File: config.mk
export PLATFORM = sky130hd
export DESIGN_NAME = rgbc_fifo
export DESIGN_NICKNAME = d
export VERILOG_FILES = /design/src/rtl/rgb_conv3x3_div_offset_clamp_core_macros.svh /design/src/rtl/rgbc_pkg.sv /design/src/rtl/rgbc_fifo.sv
export SDC_FILE = /design/constraint.sdc
export NUM_CORES = 1
export LEC_CHECK = 0
export ABC_AREA = 0
export BUFFER_PORTS_ARGS = -buffer_cell sky130_fd_sc_hd__buf_2
export CORE_AREA = 2 2 199 201
export CTS_BUF_LIST = sky130_fd_sc_hd__clkbuf_16
export CTS_CLUSTER_DIAMETER = 60
export DETAILED_ROUTE_END_ITERATION = 12
export DIE_AREA = 0 0 201 203
export PLACE_DENSITY_LB_ADDON = 0.08
export RECOVER_POWER = 100
export SYNTH_ARGS = -nofsm -noshare
export SYNTH_HDL_FRONTEND = slang
export SYNTH_SLANG_ARGS = --single-unit
File: constraint.sdc
create_clock -name aclk -period 14.8 [get_ports aclk]
set_input_delay 0 -clock aclk [delete_from_list [all_inputs] [get_ports aclk]]
set_output_delay 0 -clock aclk [all_outputs]
set_load 0.02 [all_outputs]
File: src/rtl/rgb_conv3x3_div_offset_clamp_core_macros.svh
// Assertion macros for the 3x3 RGB convolution core.
// Used by the top level; the clock is aclk and the active-low reset is aresetn.
`ifndef RGB_CONV3X3_DIV_OFFSET_CLAMP_CORE_MACROS_SVH
`define RGB_CONV3X3_DIV_OFFSET_CLAMP_CORE_MACROS_SVH
`ifndef SYNTHESIS
`define RGBC_ASSERT_IMP(label, ante, cons) \
    label: assert property (@(posedge aclk) disable iff (!aresetn) (ante) |-> (cons)) \
        else $error("rgbc assertion failed");
`define RGBC_ASSERT_NXT(label, ante, cons) \
    label: assert property (@(posedge aclk) disable iff (!aresetn) (ante) |=> (cons)) \
        else $error("rgbc assertion failed");
`else
`define RGBC_ASSERT_IMP(label, ante, cons)
`define RGBC_ASSERT_NXT(label, ante, cons)
`endif
`endif

File: src/rtl/rgbc_pkg.sv
// Shared types and constants of the 3x3 RGB convolution core.
// No dependencies.
package rgbc_pkg;

    localparam int COL_W         = 13;
    localparam int ROW_W         = 16;
    localparam int PIX_W         = 24;
    localparam int LW_W          = 14;
    localparam int DIV_W         = 12;
    localparam int OFF_W         = 16;
    localparam int COEF_W        = 24;
    localparam int SUM_W         = 20;
    localparam int MAG_W         = 19;
    localparam int MAX_WIDTH_DEF = 8192;
    localparam int COL_LIMIT     = 8192;
    localparam int MIN_DIM       = 3;
    localparam int QDEPTH        = 2;
    localparam int PIX_MAX       = 255;
    localparam int PADDR_W       = 5;
    localparam int PDATA_W       = 32;

    localparam int EMIT_HEAD = 0;
    localparam int EMIT_FILT = 1;
    localparam int EMIT_TAIL = 2;
    localparam int EMIT_CUR  = 3;
    localparam int EMIT_N    = 4;

    localparam logic [COEF_W-1:0] COEF_TOP_RST = 24'd197891;
    localparam logic [COEF_W-1:0] COEF_MID_RST = 24'd330245;
    localparam logic [COEF_W-1:0] COEF_BOT_RST = 24'd197891;
    localparam logic [DIV_W-1:0]  DIVISOR_RST  = 12'd42;
    localparam logic [OFF_W-1:0]  OFFSET_RST   = 16'd0;
    localparam logic [LW_W-1:0]   WIDTH_RST    = 14'd512;
    localparam logic [ROW_W-1:0]  HEIGHT_RST   = 16'd512;

    typedef enum logic [2:0] {
        REG_COEF_TOP,
        REG_COEF_MID,
        REG_COEF_BOT,
        REG_DIVISOR,
        REG_OFFSET,
        REG_LINE_WIDTH,
        REG_FRAME_HEIGHT
    } reg_idx_t;

    typedef struct packed {
        logic [7:0] blue_in;
        logic [7:0] green_in;
        logic [7:0] red_in;
    } pix_in_t;

    typedef struct packed {
        logic [7:0]       red_out;
        logic [7:0]       green_out;
        logic [7:0]       blue_out;
        logic [ROW_W-1:0] out_row;
        logic [COL_W-1:0] out_column;
        logic             last;
    } pix_out_t;

    typedef struct packed {
        logic [COEF_W-1:0]       coef_top;
        logic [COEF_W-1:0]       coef_mid;
        logic [COEF_W-1:0]       coef_bot;
        logic [DIV_W-1:0]        divisor;
        logic signed [OFF_W-1:0] offset;
        logic [LW_W-1:0]         line_width;
        logic [ROW_W-1:0]        frame_height;
    } cfg_t;

    typedef struct packed {
        logic [EMIT_N-1:0]   mask;
        logic [ROW_W-1:0]    row;
        logic [COL_W-1:0]    col;
        logic [5:0][PIX_W-1:0] win;
        logic [PIX_W-1:0]    t2;
        logic [PIX_W-1:0]    t1;
        logic [PIX_W-1:0]    cur;
    } job_t;

endpackage

File: src/rtl/rgbc_fifo.sv
// Short job queue between the front end and the back end.
// Depends on rgbc_pkg.
module rgbc_fifo import rgbc_pkg::*; #(
    parameter int DEPTH = QDEPTH
) (
    input  logic aclk,
    input  logic aresetn,
    input  logic push,
    input  job_t din,
    output logic full,
    input  logic pop,
    output job_t dout,
    output logic empty
);

    localparam int PW = $clog2(DEPTH);
    localparam int CW = $clog2(DEPTH + 1);

    job_t          mem_reg [DEPTH];
    logic [PW-1:0] wr_ptr_reg;
    logic [PW-1:0] rd_ptr_reg;
    logic [CW-1:0] count_reg;

    assign full  = count_reg == CW'(DEPTH);
    assign empty = count_reg == '0;
    assign dout  = mem_reg[rd_ptr_reg];

    always_ff @(posedge aclk) begin
        if (push) begin
            mem_reg[wr_ptr_reg] <= din;
        end
    end

    always_ff @(posedge aclk) begin
        if (!aresetn) begin
            wr_ptr_reg <= '0;
            rd_ptr_reg <= '0;
            count_reg  <= '0;
        end else begin
            if (push) begin
                wr_ptr_reg <= (wr_ptr_reg == PW'(DEPTH - 1)) ? '0 : wr_ptr_reg + PW'(1);
            end
            if (pop) begin
                rd_ptr_reg <= (rd_ptr_reg == PW'(DEPTH - 1)) ? '0 : rd_ptr_reg + PW'(1);
            end
            if (push && !pop) begin
                count_reg <= count_reg + CW'(1);
            end else if (pop && !push) begin
                count_reg <= count_reg - CW'(1);
            end
        end
    end

endmodule

# --- Word level (Yosys, flattened, before mapping) ---
# Memory sizes are Yosys's and may differ from the RTL's. A register that Yosys moved wholly into a read port is not among the register bits.
# Index checks and enable logic that the tools add are counted.
word_totals:
  regBits: 4
  latch_bits: 0
  mem_bits_rw: 498
  rom_bits: 0
  input_bits: 253
  out_inout_bits: 251
  elab_cells: 23
  mem_count: 1
mem_list:
  columns: ["name", "depth", "width", "read_ports", "rd_clocked_by_memory_dff", "write_ports", "line_no", "source"]
  rows:
  - ["mem_reg", 2, 249, 1, 1, 1, "rgbc_fifo.sv:19", "job_t mem_reg [DEPTH];"]
classes:
  addsub: 4
  multipliers: 0
  div: 0
  magnitude_cmp: 0
  eq_ne: 1
  n_shift: 0
  mux: 8
  bitwise_logic: 0
  reduce_logical: 6
ops:
  columns: ["cell", "count"]
  rows:
  - ["$mux 1", 6]
  - ["$mux 2", 2]
  - ["$add 1x1->1 const B", 2]
  - ["$add 2x1->2 const B", 1]
  - ["$eq 2x2->1 const B", 1]
  - ["$logic_and 1x1->1", 2]
  - ["$logic_not 1->1", 2]
  - ["$logic_not 2->1", 1]
  - ["$reduce_bool 2->1", 1]
  - ["$sub 2x1->2 const B", 1]

# --- Longest topological paths before layout ---
depth:
  ltp_word: 4
  depth_mapped: 5
  mapped_depth_nobuf: 5

# --- Worst setup path after synthesis ---
# OpenSTA, ideal clock, no wires.
synth_path:
  path_kind: "flip-flop to flip-flop"
  from: "register wr_ptr_reg"
  to: "register wr_ptr_reg"
  setup_ps: 109
  arrival_time_ps: 12075
  required_time_ps: 14691
  setup_slack_ps: 2615
  stages_incl_launch_ff: 3
  path_buffers: 0
  synth_period_minus_slack_ps: 12185
  cell_sequence: "dfxtp_1 > nor2b_1 > o21a_1"
synth_via:
  elab_chain_cells: 2
synth_rtl:
  columns: ["item", "line_no", "source"]
  rows:
  - ["from (decl)", "rgbc_fifo.sv:20", "logic [PW-1:0] wr_ptr_reg;"]
  - ["from (signal assigned)", "rgbc_fifo.sv:41", "wr_ptr_reg <= (wr_ptr_reg == PW'(DEPTH - 1)) ? '0 : wr_ptr_reg + PW'(1);"]
  - ["$add 1x1->1", "rgbc_fifo.sv:41", null]
  - ["$mux 1 (*)", "rgbc_fifo.sv:41", null]
# Mark *: on every way between the ends. The rest lies on a longest branch, timed or not.
# A chain may end at the register's enable or synchronous reset.

# --- Worst setup path after layout ---
# Same ends and word-level chain as after synthesis.

==> flow_metrics.py <==
metrics = {
    "cells_and_area": {
        "fin_cells": 2148,
        "layout_commonest_cell": "edfxtp_1",
        "syn2layout_area_growth_pct": 31.87,
        "mostFrequentLayoutCells": "498 x edfxtp_1, 277 x buf_2, 253 x dlygate4sd3_1",
        "largest_register_ffs": 498,
        "fill_cells": 2948,
        "fin_area_um2": 25090,
        "nets": 1840,
        "drive_gt1_share_pct": 24.77,
    },
    "worst_setup_path": {
        "critPathMaxStageDelay_ns": 6.39,
        "path_cells": "nor2b_1, clkbuf_1, o21a_1, dlygate4sd3_1",
        "start_kind": "flip-flop",
        "r2r-end": "wr_ptr_reg",
        "cp.required_ns": 15.31,
        "worstPathMaxFanout": 157,
        "crit_path_top_delay_cell": "clkbuf_1",
        "path_class": "reg -> reg",
        "rr_startpoint": "wr_ptr_reg",
        "regToRegSetupSlack_ns": 6.69,
        "endpoint": "wr_ptr_reg",
        "worst_r2r_path_depth": 4,
        "crit_start": "wr_ptr_reg",
        "crit_path_end_kind": "flip-flop",
        "critPathArrivalTime_ns": 8.63,
    },
    "power": {
        "ir_worst_vdd_mv": 0.1232,
        "powerDensity_nw_per_um2": 132.4,
        "total_power_mw": 3.323,
        "p_leak_nw": 9.033,
    },
    "clock_tree": {
        "cts_buffers": 51,
        "cts_root_buffer": "clkbuf_16",
        "post_cts_buffers": 0,
        "insertion_delay_ns": 0.57,
        "clkTransAtPathRegs_ns": 0.06,
        "htree_levels": 2,
        "cts_tree": "built",
        "clkSinkCount": 503,
        "cts_buffer_depth": 3,
    },
    "placement": {
        "pre_cts_ws_ns": 12.18,
        "place_area_um2": 22000,
        "globalplace.congestion": 0.7656,
        "dp_hpwl_um": 27740,
        "post-place-cells": 1798,
        "io_buffers": 503,
    },
    "sta": {
        "post-route-period-util_pct": 54.83,
        "finalSetupViolations": 0,
        "setup_slack_ns": 6.685,
        "hold_viol_final": 0,
        "slew_violations": 628,
        "rsz0062_at_grt": "no",
        "fin_skew_ns": 0.009626,
        "tightest_slew_ns": 9.243,
        "fmax_mhz": 123.2,
        "min_period_ns": 8.115,
        "relSlewSlack_pct": -516.2,
        "finalSetupTns_ns": 0,
    },
    "drt": {
        "vias_per_cell": 4.791,
        "avgRoutedWirePerCell_um": 20.11,
        "routed_wl_um": 43200,
        "first_pass_iters": 4,
        "drc": 0,
        "ant_nets": 0,
        "first_iter_violations": 553,
        "vias": 10291,
    },
    "floorplanning": {
        "rows": 72,
        "io_pins": 504,
        "die_w_um": 201,
        "core_area_um2": 38470,
        "start_util_pct": 49.47,
        "die_h_um": 203,
        "dieArea_um2": 40800,
    },
    "synthesis": {
        "synth-seq-area-share_pct": 79.11,
        "post_synth_num_cell_types": 17,
        "syn_area_per_cell_um2": 23.88,
        "synth.ff_latch_count": 503,
        "synth.cell_area_um2": 19030,
        "yosysWarnings": 0,
        "syn_nets": 1051,
        "synth_cells": 797,
    },
    "status": {
        "violations": "max-capacitance violations, max-slew violations",
        "status": "complete, but fails checks",
    },
    "global_routing": {
        "grt_max_degree": 158,
        "grt_pass1_wl_um": 63480,
        "antenna_found_initial": 7,
        "grt_pass1_vias": 11144,
        "grtUsageTotal_pct": 20.61,
        "grt-ovfl-total": 0,
    },
    "job": {
        "maxCapViolCount": 9,
    },
    "worst_hold_path": {
        "hold_path.class": "in -> reg",
    },
}
-- metal layers --
layer / track usage (%) / wire length, um
met5: 0 / 0
met4: 7.804 / 1209
met3: 5.987 / 3078
met2: 36.00 / 21880
met1: 24.17 / 17030
-- report_power, final --
group / total [mW] / switching [mW] / internal [mW]
clock network: 1.23 / 0.504 / 0.730
registers: 1.68 / 0.0212 / 1.66
logic: 0.406 / 0.242 / 0.165
-- synthesized netlist by cell type --
library cell,instances,area share (%)
a21boi_0,1,0.039
and2_1,4,0.13
buf_2,3,0.079
buf_6,25,1.5
dfxtp_1,5,0.53
edfxtp_1,498,79
ha_1,1,0.066
inv_1,1,0.020
mux2_2,47,2.8
mux2_4,202,16
nor2_1,1,0.020
nor2b_1,3,0.099
o21a_1,1,0.039
o21ai_0,1,0.026
or3_1,1,0.033
xnor2_1,1,0.046
xor2_1,2,0.092
-- worst min path at each step --
stage              from               to  depth (start not counted)
2_1_floorplan    din[0]    mem_reg[0][0]                          0
6_report        din[12]   mem_reg[1][12]                          2
4_1_cts        din[235]  mem_reg[0][235]                          2
3_3_place_gp   din[108]  mem_reg[0][108]                          1
5_1_grt         din[54]   mem_reg[0][54]                          2
3_5_place_dp   din[246]  mem_reg[0][246]                          1
-- critical path, delay by kind of cell (launching register included) --
family          cells  cell delay, ns
simple gates        1            0.15
buf+inv             2            6.96
compound gates      1            0.61
flops               1            0.31
-- logic make-up (layout without fill, tap and decap cells) --
kind of cell / count (synthesis) / after routing / synth area share [%]
AOI/OAI and AO/OA: 3 / 3 / 0.1052
xor gates and xnor gates: 3 / 3 / 0.1381
adders and majority gates: 1 / 1 / 0.06574
buffers and inverters: 29 / 855 / 1.578
DFF: 503 / 503 / 79.11
muxes: 249 / 249 / 18.72
other: 0 / 7 / 0
and+or+nand+nor: 9 / 9 / 0.2827
-- stage by stage --
step                hold WS (ns)  util (%)
floorplan                0.09887         -
global placement          0.1872     57.19
detailed placement        0.1907     57.19
CTS                       0.1079     67.97
global route              0.1288     65.24
finish                    0.1535     65.24
-- area by class of cell --
type	count	area (um^2)	area share, %
sequential	503	15050	59.99
tap	518	648.1	2.583
inverter	1	3.754	0.01496
timing repair buffer	764	4821	19.21
antenna	7	17.52	0.06980
clock inverter	37	291.5	1.162
clock buffer	53	1326	5.285
multi-input combinational	265	2932	11.68
-- repair_timing --
action                                 CTS  global route
gates resized for setup                  0             0
hold buffers                           253             0
endpoints found under the hold margin  503             0
Power figures use the tool's default switching activity.
