[config.mk]
export PLATFORM = sky130hd
export DESIGN_NAME = rgbc_back
export DESIGN_NICKNAME = d
export VERILOG_FILES = /design/src/rtl/rgb_conv3x3_div_offset_clamp_core_macros.svh /design/src/rtl/rgbc_pkg.sv /design/src/rtl/rgbc_back.sv
export SDC_FILE = /design/constraint.sdc
export NUM_CORES = 2
export LEC_CHECK = 0
export BUFFER_PORTS_ARGS = -buffer_cell sky130_fd_sc_hd__clkbuf_2
export CORE_UTILIZATION = 58
export CTS_BUF_LIST = sky130_fd_sc_hd__clkbuf_16
export DETAILED_ROUTE_END_ITERATION = 10
export PLACE_DENSITY = 0.8
export SYNTH_ARGS = -nofsm -noshare
export SYNTH_HDL_FRONTEND = slang
export SYNTH_SLANG_ARGS = --single-unit
export TNS_END_PERCENT = 10
[constraint.sdc]
create_clock -name aclk -period 10.45 [get_ports aclk]
set_input_delay 0.5225 -clock aclk [delete_from_list [all_inputs] [get_ports aclk]]
set_output_delay 0.5225 -clock aclk [all_outputs]
set_load 0.1 [all_outputs]
[src/rtl/rgb_conv3x3_div_offset_clamp_core_macros.svh]
// Assertion macros for the 3x3 RGB convolution core.
// Used by the top level; the clock is aclk and the active-low reset is aresetn.
`ifndef RGB_CONV3X3_DIV_OFFSET_CLAMP_CORE_MACROS_SVH
`define RGB_CONV3X3_DIV_OFFSET_CLAMP_CORE_MACROS_SVH
`ifndef SYNTHESIS
`define RGBC_ASSERT_IMP(label, ante, cons) \
    label: assert property (@(posedge aclk) disable iff (!aresetn) (ante) |-> (cons)) \
        else $error("rgbc assertion failed");
`define RGBC_ASSERT_NXT(label, ante, cons) \
    label: assert property (@(posedge aclk) disable iff (!aresetn) (ante) |=> (cons)) \
        else $error("rgbc assertion failed");
`else
`define RGBC_ASSERT_IMP(label, ante, cons)
`define RGBC_ASSERT_NXT(label, ante, cons)
`endif
`endif

[src/rtl/rgbc_pkg.sv]
// Shared types and constants of the 3x3 RGB convolution core.
// No dependencies.
package rgbc_pkg;

    localparam int COL_W         = 13;
    localparam int ROW_W         = 16;
    localparam int PIX_W         = 24;
    localparam int LW_W          = 14;
    localparam int DIV_W         = 12;
    localparam int OFF_W         = 16;
    localparam int COEF_W        = 24;
    localparam int SUM_W         = 20;
    localparam int MAG_W         = 19;
    localparam int MAX_WIDTH_DEF = 8192;
    localparam int COL_LIMIT     = 8192;
    localparam int MIN_DIM       = 3;
    localparam int QDEPTH        = 2;
    localparam int PIX_MAX       = 255;
    localparam int PADDR_W       = 5;
    localparam int PDATA_W       = 32;

    localparam int EMIT_HEAD = 0;
    localparam int EMIT_FILT = 1;
    localparam int EMIT_TAIL = 2;
    localparam int EMIT_CUR  = 3;
    localparam int EMIT_N    = 4;

    localparam logic [COEF_W-1:0] COEF_TOP_RST = 24'd197891;
    localparam logic [COEF_W-1:0] COEF_MID_RST = 24'd330245;
    localparam logic [COEF_W-1:0] COEF_BOT_RST = 24'd197891;
    localparam logic [DIV_W-1:0]  DIVISOR_RST  = 12'd42;
    localparam logic [OFF_W-1:0]  OFFSET_RST   = 16'd0;
    localparam logic [LW_W-1:0]   WIDTH_RST    = 14'd512;
    localparam logic [ROW_W-1:0]  HEIGHT_RST   = 16'd512;

    typedef enum logic [2:0] {
        REG_COEF_TOP,
        REG_COEF_MID,
        REG_COEF_BOT,
        REG_DIVISOR,
        REG_OFFSET,
        REG_LINE_WIDTH,
        REG_FRAME_HEIGHT
    } reg_idx_t;

    typedef struct packed {
        logic [7:0] blue_in;
        logic [7:0] green_in;
        logic [7:0] red_in;
    } pix_in_t;

    typedef struct packed {
        logic [7:0]       red_out;
        logic [7:0]       green_out;
        logic [7:0]       blue_out;
        logic [ROW_W-1:0] out_row;
        logic [COL_W-1:0] out_column;
        logic             last;
    } pix_out_t;

    typedef struct packed {
        logic [COEF_W-1:0]       coef_top;
        logic [COEF_W-1:0]       coef_mid;
        logic [COEF_W-1:0]       coef_bot;
        logic [DIV_W-1:0]        divisor;
        logic signed [OFF_W-1:0] offset;
        logic [LW_W-1:0]         line_width;
        logic [ROW_W-1:0]        frame_height;
    } cfg_t;

    typedef struct packed {
        logic [EMIT_N-1:0]   mask;
        logic [ROW_W-1:0]    row;
        logic [COL_W-1:0]    col;
        logic [5:0][PIX_W-1:0] win;
        logic [PIX_W-1:0]    t2;
        logic [PIX_W-1:0]    t1;
        logic [PIX_W-1:0]    cur;
    } job_t;

endpackage

[src/rtl/rgbc_back.sv]
// Back end: turns queued jobs into result transactions, with a shared
// multiply-accumulate over nine taps and a bit-serial divider. Depends on rgbc_pkg.
module rgbc_back import rgbc_pkg::*; (
    input  logic     aclk,
    input  logic     aresetn,
    input  cfg_t     cfg,
    input  logic     q_empty,
    input  job_t     q_dout,
    output logic     pop,
    output logic     m_valid,
    input  logic     m_ready,
    output pix_out_t m_payload
);

    localparam int TAP_LAST  = 8;
    localparam int STEP_LAST = MAG_W - 1;

    typedef enum logic [2:0] {
        ST_IDLE,
        ST_SEL,
        ST_TAP,
        ST_PREP,
        ST_DIV,
        ST_FIN,
        ST_OUT
    } state_t;

    state_t            state_reg;
    job_t              job_reg;
    logic [EMIT_N-1:0] mask_reg;
    logic [3:0]        tap_reg;
    logic [4:0]        step_reg;
    logic signed [2:0][SUM_W-1:0] acc_reg;
    logic [2:0][MAG_W-1:0] dq_reg;
    logic [2:0][DIV_W-1:0] rem_reg;
    logic [2:0]        neg_reg;
    logic              m_valid_reg;
    pix_out_t          out_reg;

    logic [EMIT_N-1:0] low;
    logic [EMIT_N-1:0] rest;
    logic [PIX_W-1:0]  tap_px;
    logic [7:0]        tap_coef;
    logic signed [2:0][16:0] prod;
    logic [DIV_W-1:0]  dvs;
    logic [2:0][MAG_W-1:0] mag;
    logic [2:0][MAG_W-1:0] dq_new;
    logic [2:0][DIV_W-1:0] rem_new;
    logic [PIX_W-1:0]  filt;
    logic [PIX_W-1:0]  pass_px;
    logic [ROW_W-1:0]  pass_row;
    logic [COL_W-1:0]  pass_col;

    assign low     = mask_reg & (~mask_reg + EMIT_N'(1));
    assign rest    = mask_reg & ~low;
    assign pop     = (state_reg == ST_IDLE) && !q_empty;
    assign m_valid = m_valid_reg;
    assign m_payload = out_reg;
    assign dvs     = (cfg.divisor == '0) ? DIV_W'(1) : cfg.divisor;

    always_comb begin
        case (tap_reg)
            4'd0: begin tap_px = job_reg.win[0]; tap_coef = cfg.coef_bot[7:0];   end
            4'd1: begin tap_px = job_reg.win[3]; tap_coef = cfg.coef_bot[15:8];  end
            4'd2: begin tap_px = job_reg.t2;     tap_coef = cfg.coef_bot[23:16]; end
            4'd3: begin tap_px = job_reg.win[1]; tap_coef = cfg.coef_mid[7:0];   end
            4'd4: begin tap_px = job_reg.win[4]; tap_coef = cfg.coef_mid[15:8];  end
            4'd5: begin tap_px = job_reg.t1;     tap_coef = cfg.coef_mid[23:16]; end
            4'd6: begin tap_px = job_reg.win[2]; tap_coef = cfg.coef_top[7:0];   end
            4'd7: begin tap_px = job_reg.win[5]; tap_coef = cfg.coef_top[15:8];  end
            4'd8: begin tap_px = job_reg.cur;    tap_coef = cfg.coef_top[23:16]; end
            default: begin tap_px = '0; tap_coef = '0; end
        endcase
    end

    always_comb begin
        logic [MAG_W-1:0]   q;
        logic signed [20:0] qs;
        logic signed [20:0] v;
        logic [DIV_W:0]     rem_sh;
        logic               ge;
        filt = '0;
        for (int ch = 0; ch < 3; ch++) begin
            prod[ch] = $signed({1'b0, tap_px[8*ch +: 8]}) * $signed(tap_coef);
            mag[ch]  = acc_reg[ch][SUM_W-1] ? MAG_W'(-acc_reg[ch]) : MAG_W'(acc_reg[ch]);
            rem_sh   = {rem_reg[ch], dq_reg[ch][MAG_W-1]};
            ge       = rem_sh >= {1'b0, dvs};
            rem_new[ch] = ge ? DIV_W'(rem_sh - {1'b0, dvs}) : DIV_W'(rem_sh);
            dq_new[ch]  = {dq_reg[ch][MAG_W-2:0], ge};
            q  = dq_reg[ch];
            qs = neg_reg[ch] ? -$signed({2'b00, q}) : $signed({2'b00, q});
            v  = qs + 21'(cfg.offset);
            if (v < 0) begin
                filt[8*ch +: 8] = '0;
            end else if (v > $signed(21'(PIX_MAX))) begin
                filt[8*ch +: 8] = 8'(PIX_MAX);
            end else begin
                filt[8*ch +: 8] = v[7:0];
            end
        end
    end

    always_comb begin
        pass_px  = job_reg.t1;
        pass_row = job_reg.row - ROW_W'(1);
        pass_col = job_reg.col;
        if (low[EMIT_HEAD]) begin
            pass_col = '0;
        end else if (low[EMIT_CUR]) begin
            pass_px  = job_reg.cur;
            pass_row = job_reg.row;
        end
    end

    always_ff @(posedge aclk) begin
        if (!aresetn) begin
            state_reg   <= ST_IDLE;
            m_valid_reg <= 1'b0;
            mask_reg    <= '0;
        end else begin
            case (state_reg)
                ST_IDLE: begin
                    if (!q_empty) begin
                        job_reg   <= q_dout;
                        mask_reg  <= q_dout.mask;
                        state_reg <= ST_SEL;
                    end
                end
                ST_SEL: begin
                    if (low[EMIT_FILT]) begin
                        acc_reg   <= '0;
                        tap_reg   <= '0;
                        state_reg <= ST_TAP;
                    end else begin
                        out_reg.red_out    <= pass_px[7:0];
                        out_reg.green_out  <= pass_px[15:8];
                        out_reg.blue_out   <= pass_px[23:16];
                        out_reg.out_row    <= pass_row;
                        out_reg.out_column <= pass_col;
                        out_reg.last       <= rest == '0;
                        m_valid_reg        <= 1'b1;
                        state_reg          <= ST_OUT;
                    end
                end
                ST_TAP: begin
                    for (int ch = 0; ch < 3; ch++) begin
                        acc_reg[ch] <= acc_reg[ch] + SUM_W'($signed(prod[ch]));
                    end
                    tap_reg <= tap_reg + 4'd1;
                    if (tap_reg == 4'(TAP_LAST)) begin
                        state_reg <= ST_PREP;
                    end
                end
                ST_PREP: begin
                    for (int ch = 0; ch < 3; ch++) begin
                        neg_reg[ch] <= acc_reg[ch][SUM_W-1];
                        dq_reg[ch]  <= mag[ch];
                        rem_reg[ch] <= '0;
                    end
                    step_reg  <= '0;
                    state_reg <= ST_DIV;
                end
                ST_DIV: begin
                    dq_reg   <= dq_new;
                    rem_reg  <= rem_new;
                    step_reg <= step_reg + 5'd1;
                    if (step_reg == 5'(STEP_LAST)) begin
                        state_reg <= ST_FIN;
                    end
                end
                ST_FIN: begin
                    out_reg.red_out    <= filt[7:0];
                    out_reg.green_out  <= filt[15:8];
                    out_reg.blue_out   <= filt[23:16];
                    out_reg.out_row    <= job_reg.row - ROW_W'(1);
                    out_reg.out_column <= job_reg.col - COL_W'(1);
                    out_reg.last       <= rest == '0;
                    m_valid_reg        <= 1'b1;
                    state_reg          <= ST_OUT;
                end
                ST_OUT: begin
                    if (m_ready) begin
                        m_valid_reg <= 1'b0;
                        mask_reg    <= rest;
                        state_reg   <= (rest == '0) ? ST_IDLE : ST_SEL;
                    end
                end
                default: begin
                    state_reg <= ST_IDLE;
                end
            endcase
        end
    end

endmodule

[Word level (Yosys, flattened, before mapping)]
Cells that the tools add are included.
Cells by class
  bitwise logic cells: 5
  multiply operators: 3
  magnitude comparators: 9
  reduce and logical (&&, ||, !) cells: 19
  eq/ne operators: 21
  muxes and demuxes: 45
  add/subtract/negate cells: 20
Operators with widths (count)
  24-bit case mux with 9 select lines: 1
  60-bit case mux with 2 select lines: 1
  57-bit case mux with 2 select lines: 1
  54-bit case mux with 2 select lines: 1
  36-bit case mux with 2 select lines: 1
  8-bit case mux with 9 select lines: 1
  21-bit by 16-bit adder with 21-bit output: 3
  21-bit by 9-bit greater-than comparator with 1-bit output, second input constant: 3
  21-bit by 1-bit < comparator with 1-bit output, second input constant: 3
  21-bit 2-to-1 mux: 3
  19-bit negation with 21-bit output: 3
  20-bit adder: 3
  60-bit 2-to-1 mux: 1
  19-bit 2-to-1 mux: 3
  19-bit negation: 3
  54-bit 2-to-1 mux: 1
  9-bit by 8-bit multiplier with 17-bit output: 3
  12-bit 2-to-1 mux: 4
  24-bit 2-to-1 mux: 2
  8-bit 2-to-1 mux: 6
  13-bit by 12-bit greater-or-equal comparator with 1-bit output: 3
  12-bit subtractor: 3
  16-bit 2-to-1 mux: 2
  3-bit case mux with 7 select lines: 1
  33 further kinds: 66
Storage, ports and cells
  bits of input ports: 383
  output and inout port bits: 56
  register bits after elaboration: 472
  word-level logic and storage cells: 154

[Longest topological paths before layout]
  depth in word-level cells: 9
  depth in mapped cells: 37

[Least setup slack after synthesis]
OpenSTA, ideal clock, no wires.
  path kind: reg2reg
  start point: register state_reg[0]
  end point: register job_reg[0] in the netlist's numbering (enable)
  setup time: 632 ps
  arrival: 9536 ps
  stages on the path, launching flop included: 4
  slack: 283 ps
  cells stage by stage: dfxtp_1 -> clkbuf_1 -> nor4_1 -> and2_1
Between the ends
  word-level cells in the longest chain between the ends: 2
RTL lines
  from (decl): RTL line rgbc_back.sv:28  | state_t state_reg;
  from (signal assigned): RTL line rgbc_back.sv:185  | state_reg <= (rest == '0) ? ST_IDLE : ST_SEL;
  3-bit logical NOT: RTL line rgbc_back.sv:121  | case (state_reg)
  3-bit AND reduction (no source line)
  to (signal assigned): RTL line rgbc_back.sv:124  | job_reg <= q_dout;
  to (decl): RTL line rgbc_back.sv:29  | job_t job_reg;
Every way passes these cells.
A chain may end at the register's enable or synchronous reset.

[Worst setup path after layout]
  start point: register tap_reg[0]
  end point: register acc_reg[58] in the netlist's numbering, data pin
Between the ends
  word-level cells in the longest chain between the ends: 5
RTL lines
  from (decl): RTL line rgbc_back.sv:31  | logic [3:0] tap_reg;
  from (signal assigned): RTL line rgbc_back.sv:149  | tap_reg <= tap_reg + 4'd1;
  4-bit equality test, or another cell as far along: RTL line rgbc_back.sv:62  | case (tap_reg)
  24-bit case mux with 9 select lines / 8-bit case mux with 9 select lines (equally long branches): RTL line rgbc_back.sv:62
  9-bit by 8-bit multiplier with 17-bit output *: RTL line rgbc_back.sv:84  | prod[ch] = $signed({1'b0, tap_px[8*ch +: 8]}) * $signed(tap_coef);
  20-bit adder *: RTL line rgbc_back.sv:147  | acc_reg[ch] <= acc_reg[ch] + SUM_W'($signed(prod[ch]));
  60-bit case mux with 2 select lines *: RTL line rgbc_back.sv:121
  to (signal, indexed assignment): RTL line rgbc_back.sv:147
  to (decl): RTL line rgbc_back.sv:33  | logic signed [2:0][SUM_W-1:0] acc_reg;
Mark *: on every way between the ends. The rest lies on a longest branch, timed or not.

==> flow_metrics.py <==
metrics = {
    "power_and_ir_drop": {
        "peakVddDrop_v": 0.000204,
        "power_frac_comb": 0.317,
        "power.leakage_nw": 16.6,
        "seqPwrFrac": 0.386,
        "swShare": 0.336,
        "p_sw_mw": 2.03,
        "p_int_mw": 4.02,
        "finalPower_mw": 6.05,
        "power.density_nw_per_um2": 156,
        "p_clk_frac": 0.297,
    },
    "cts": {
        "clock_latency_ps": 620,
        "cts.reportedPaths.clkPinSlew_ps": 70,
        "h-tree-depth": 2,
        "hold_buffers": 0,
        "cts_tree": "built",
        "cts-root-buf": "clkbuf_16",
        "cts.path.max_buffers": 3,
        "cts_made_buffers": 49,
        "cts-resized-gates": 0,
        "clock_sinks": 472,
        "cts_setup_buffers": 0,
    },
    "synthesis": {
        "synth_edf_count": 464,
        "syn_area_per_cell_um2": 10.3,
        "synth_top_area_cell": "edfxtp_1",
        "yosysUniqueCellTypes": 75,
        "seq_area_frac_synth": 0.413,
        "syn-cell-area_um2": 34100,
        "post-synth-top-count-cell": "edfxtp_1",
        "synthTopCellsByArea": "edfxtp_1 41%, ha_1 11%, fa_1 7.0%",
        "yosysWarnings": 0,
        "synth_nets": 4125,
        "ys_top_cells_by_count": "464 x edfxtp_1, 383 x nor2_1, 296 x ha_1",
        "synthArstFlopShare": 0,
        "synth_seq_cells": 472,
        "yosysTopAreaCellShare": 0.408,
        "ys.flop_type": "edfxtp_1",
        "synthCells": 3326,
    },
    "floorplan": {
        "fp.dieArea_um2": 59800,
        "die-height_um": 245,
        "rows": 88,
        "pin_count": 439,
        "core_area_um2": 57900,
        "start_util": 0.589,
        "die_width_um": 245,
    },
    "timing": {
        "report.final.slew_viol_count": 0,
        "fin_ws_ps": 1290,
        "period_share": 0.876,
        "setup_viol": 0,
        "hold_viol": 0,
        "fmax_mhz": 109,
        "rsz0062_at_grt": "no",
        "tns_ps": 0,
        "worst_slew_pin_slew_ps": 1400,
        "final.min_clock_period_ps": 9160,
        "clock_skew_ps": 33.7,
        "relSlewSlack": 0.0636,
    },
    "outcome": {
        "status": "complete, no violations",
    },
    "grt": {
        "antenna_found_initial": 4,
        "grt_overflow_total": 0,
        "grt_max_degree": 198,
        "track_usage": 0.317,
        "grt_pass1_wl_mm": 146,
        "grt_pass1_vias": 26151,
    },
    "placement": {
        "dp_hpwl_mm": 73.9,
        "port_buffers": 408,
        "gp_congestion": 1.00,
        "pre_cts_ws_ps": 1630,
    },
    "worst_setup_path": {
        "cp.arrival_ps": 9500,
        "critPathMaxStageDelay_ps": 1290,
        "cp_slowest_cell": "a222oi_1",
        "crit_fanout": 23,
        "crit_type": "reg -> reg",
        "required_ps": 10790,
        "end_kind": "flop",
        "critPathLaunchType": "flop",
        "cpMostUsedCell": "fa_1",
    },
    "job": {
        "drv_cap": 0,
    },
    "route": {
        "route.detailed.drc": 0,
        "wl_mm": 95.7,
        "wl_per_cell_um": 21.1,
        "drt.antenna.violating_nets": 0,
        "drtIter0Drc": 3005,
        "vias": 27601,
        "vias_per_cell": 6.10,
        "drt-pass1-iter-count": 8,
    },
    "final_layout": {
        "drive_gt1_frac": 0.160,
        "area_growth_pct": 13.6,
        "finish.net_count": 4520,
        "largest_register_ffs": 245,
    },
    "min_path": {
        "hold_class": "in -> reg",
    },
}
worst max-delay path: cells and delay by family (launching register included):
family,cells,cell delay [ps]
simple gates,8,1300
buf+inv,3,320
fa+ha+maj,7,2930
flops,1,490
xor+xnor,2,310
compound gates,11,3510
per-layer routing:
metal / part of all wire / up-vias / track usage / routed length, um
li1: - / 12920 / - / -
met5: 0.0011 / - / 0 / 105
met3: 0.10 / 269 / 0.0661 / 9570
met2: 0.45 / 1384 / 0.497 / 42800
met1: 0.39 / 13026 / 0.414 / 37400
met4: 0.062 / 2 / 0.172 / 5900
path summary, 6_finish.rpt:
check                           startpoint                   endpoint  slack, ps  depth (start not counted)
setup / recovery  tap_reg[0]$_SDFFCE_PP0P_  acc_reg[58]$_SDFFCE_PP0P_       1290                         31
hold / removal                 q_dout[226]     job_reg[226]$_DFFE_PP_         70                          1
setup reg to reg  tap_reg[0]$_SDFFCE_PP0P_  acc_reg[58]$_SDFFCE_PP0P_       1290                         31
hold reg to reg       m_valid$_SDFFE_PN0P_       m_valid$_SDFFE_PN0P_        500                          2
per-stage QoR:
stage | hold WS [ps] | instances | util | cell area [um^2]
after detailed placement | 499 | 4435 | 0.641 | 37100
after global routing | 53.6 | 4525 | 0.670 | 38800
after floorplan | 424 | 3326 | - | 34100
final | 71.7 | 4526 | 0.670 | 38800
after global placement | 461 | 4435 | 0.641 | 37100
after CTS | 49.0 | 4522 | 0.669 | 38800
layout by cell type (no fill, tap or decap), drive strengths merged, types with 22 or more instances in the layout:
| master | n |
|---|---|
| xnor2 | 153 |
| nand2b | 32 |
| o21ai | 174 |
| nand3 | 77 |
| o31ai | 45 |
| and2 | 29 |
| a222oi | 32 |
| a22oi | 67 |
| o21bai | 24 |
| mux2i | 42 |
| ha | 296 |
| nor3 | 66 |
| nor2b | 25 |
| nand2 | 247 |
| fa | 120 |
| o41ai | 22 |
| a221oi | 37 |
| xor2 | 107 |
| a21o | 63 |
| inv | 264 |
| nor2 | 384 |
| clkbuf | 457 |
| buf | 51 |
| o21a | 22 |
| edfxtp | 464 |
| or2 | 40 |
| or3 | 27 |
| a21oi | 135 |
power by group through the flow:
stage	combinational [mW]	clock, mW	sequential (mW)
after global routing	2.13	1.88	2.34
after CTS	1.90	1.81	2.33
final	1.92	1.79	2.33
after floorplan	1.35	0	2.43
after global placement	1.84	0	2.36
after detailed placement	1.89	0	2.37
cells by family after synthesis:
group / synth area share
AOI/OAI and AO/OA: 0.150
xor gates and xnor gates: 0.0667
adders and majority gates: 0.179
buffers and inverters: 0.0414
DFF: 0.413
muxes: 0.0127
and+or+nand+nor: 0.137
cell type report:
class / count / area [um^2]
diodes: 4 / 10.0
inverters: 253 / 950
well taps: 765 / 957
flip-flops and latches: 472 / 14100
clock inverters: 38 / 398
fillers: 4433 / 19100
clock buffers: 49 / 1230
repair buffers: 459 / 2440
multi-input cells: 2486 / 18700
No activity file was read; power rests on OpenSTA's default activity.
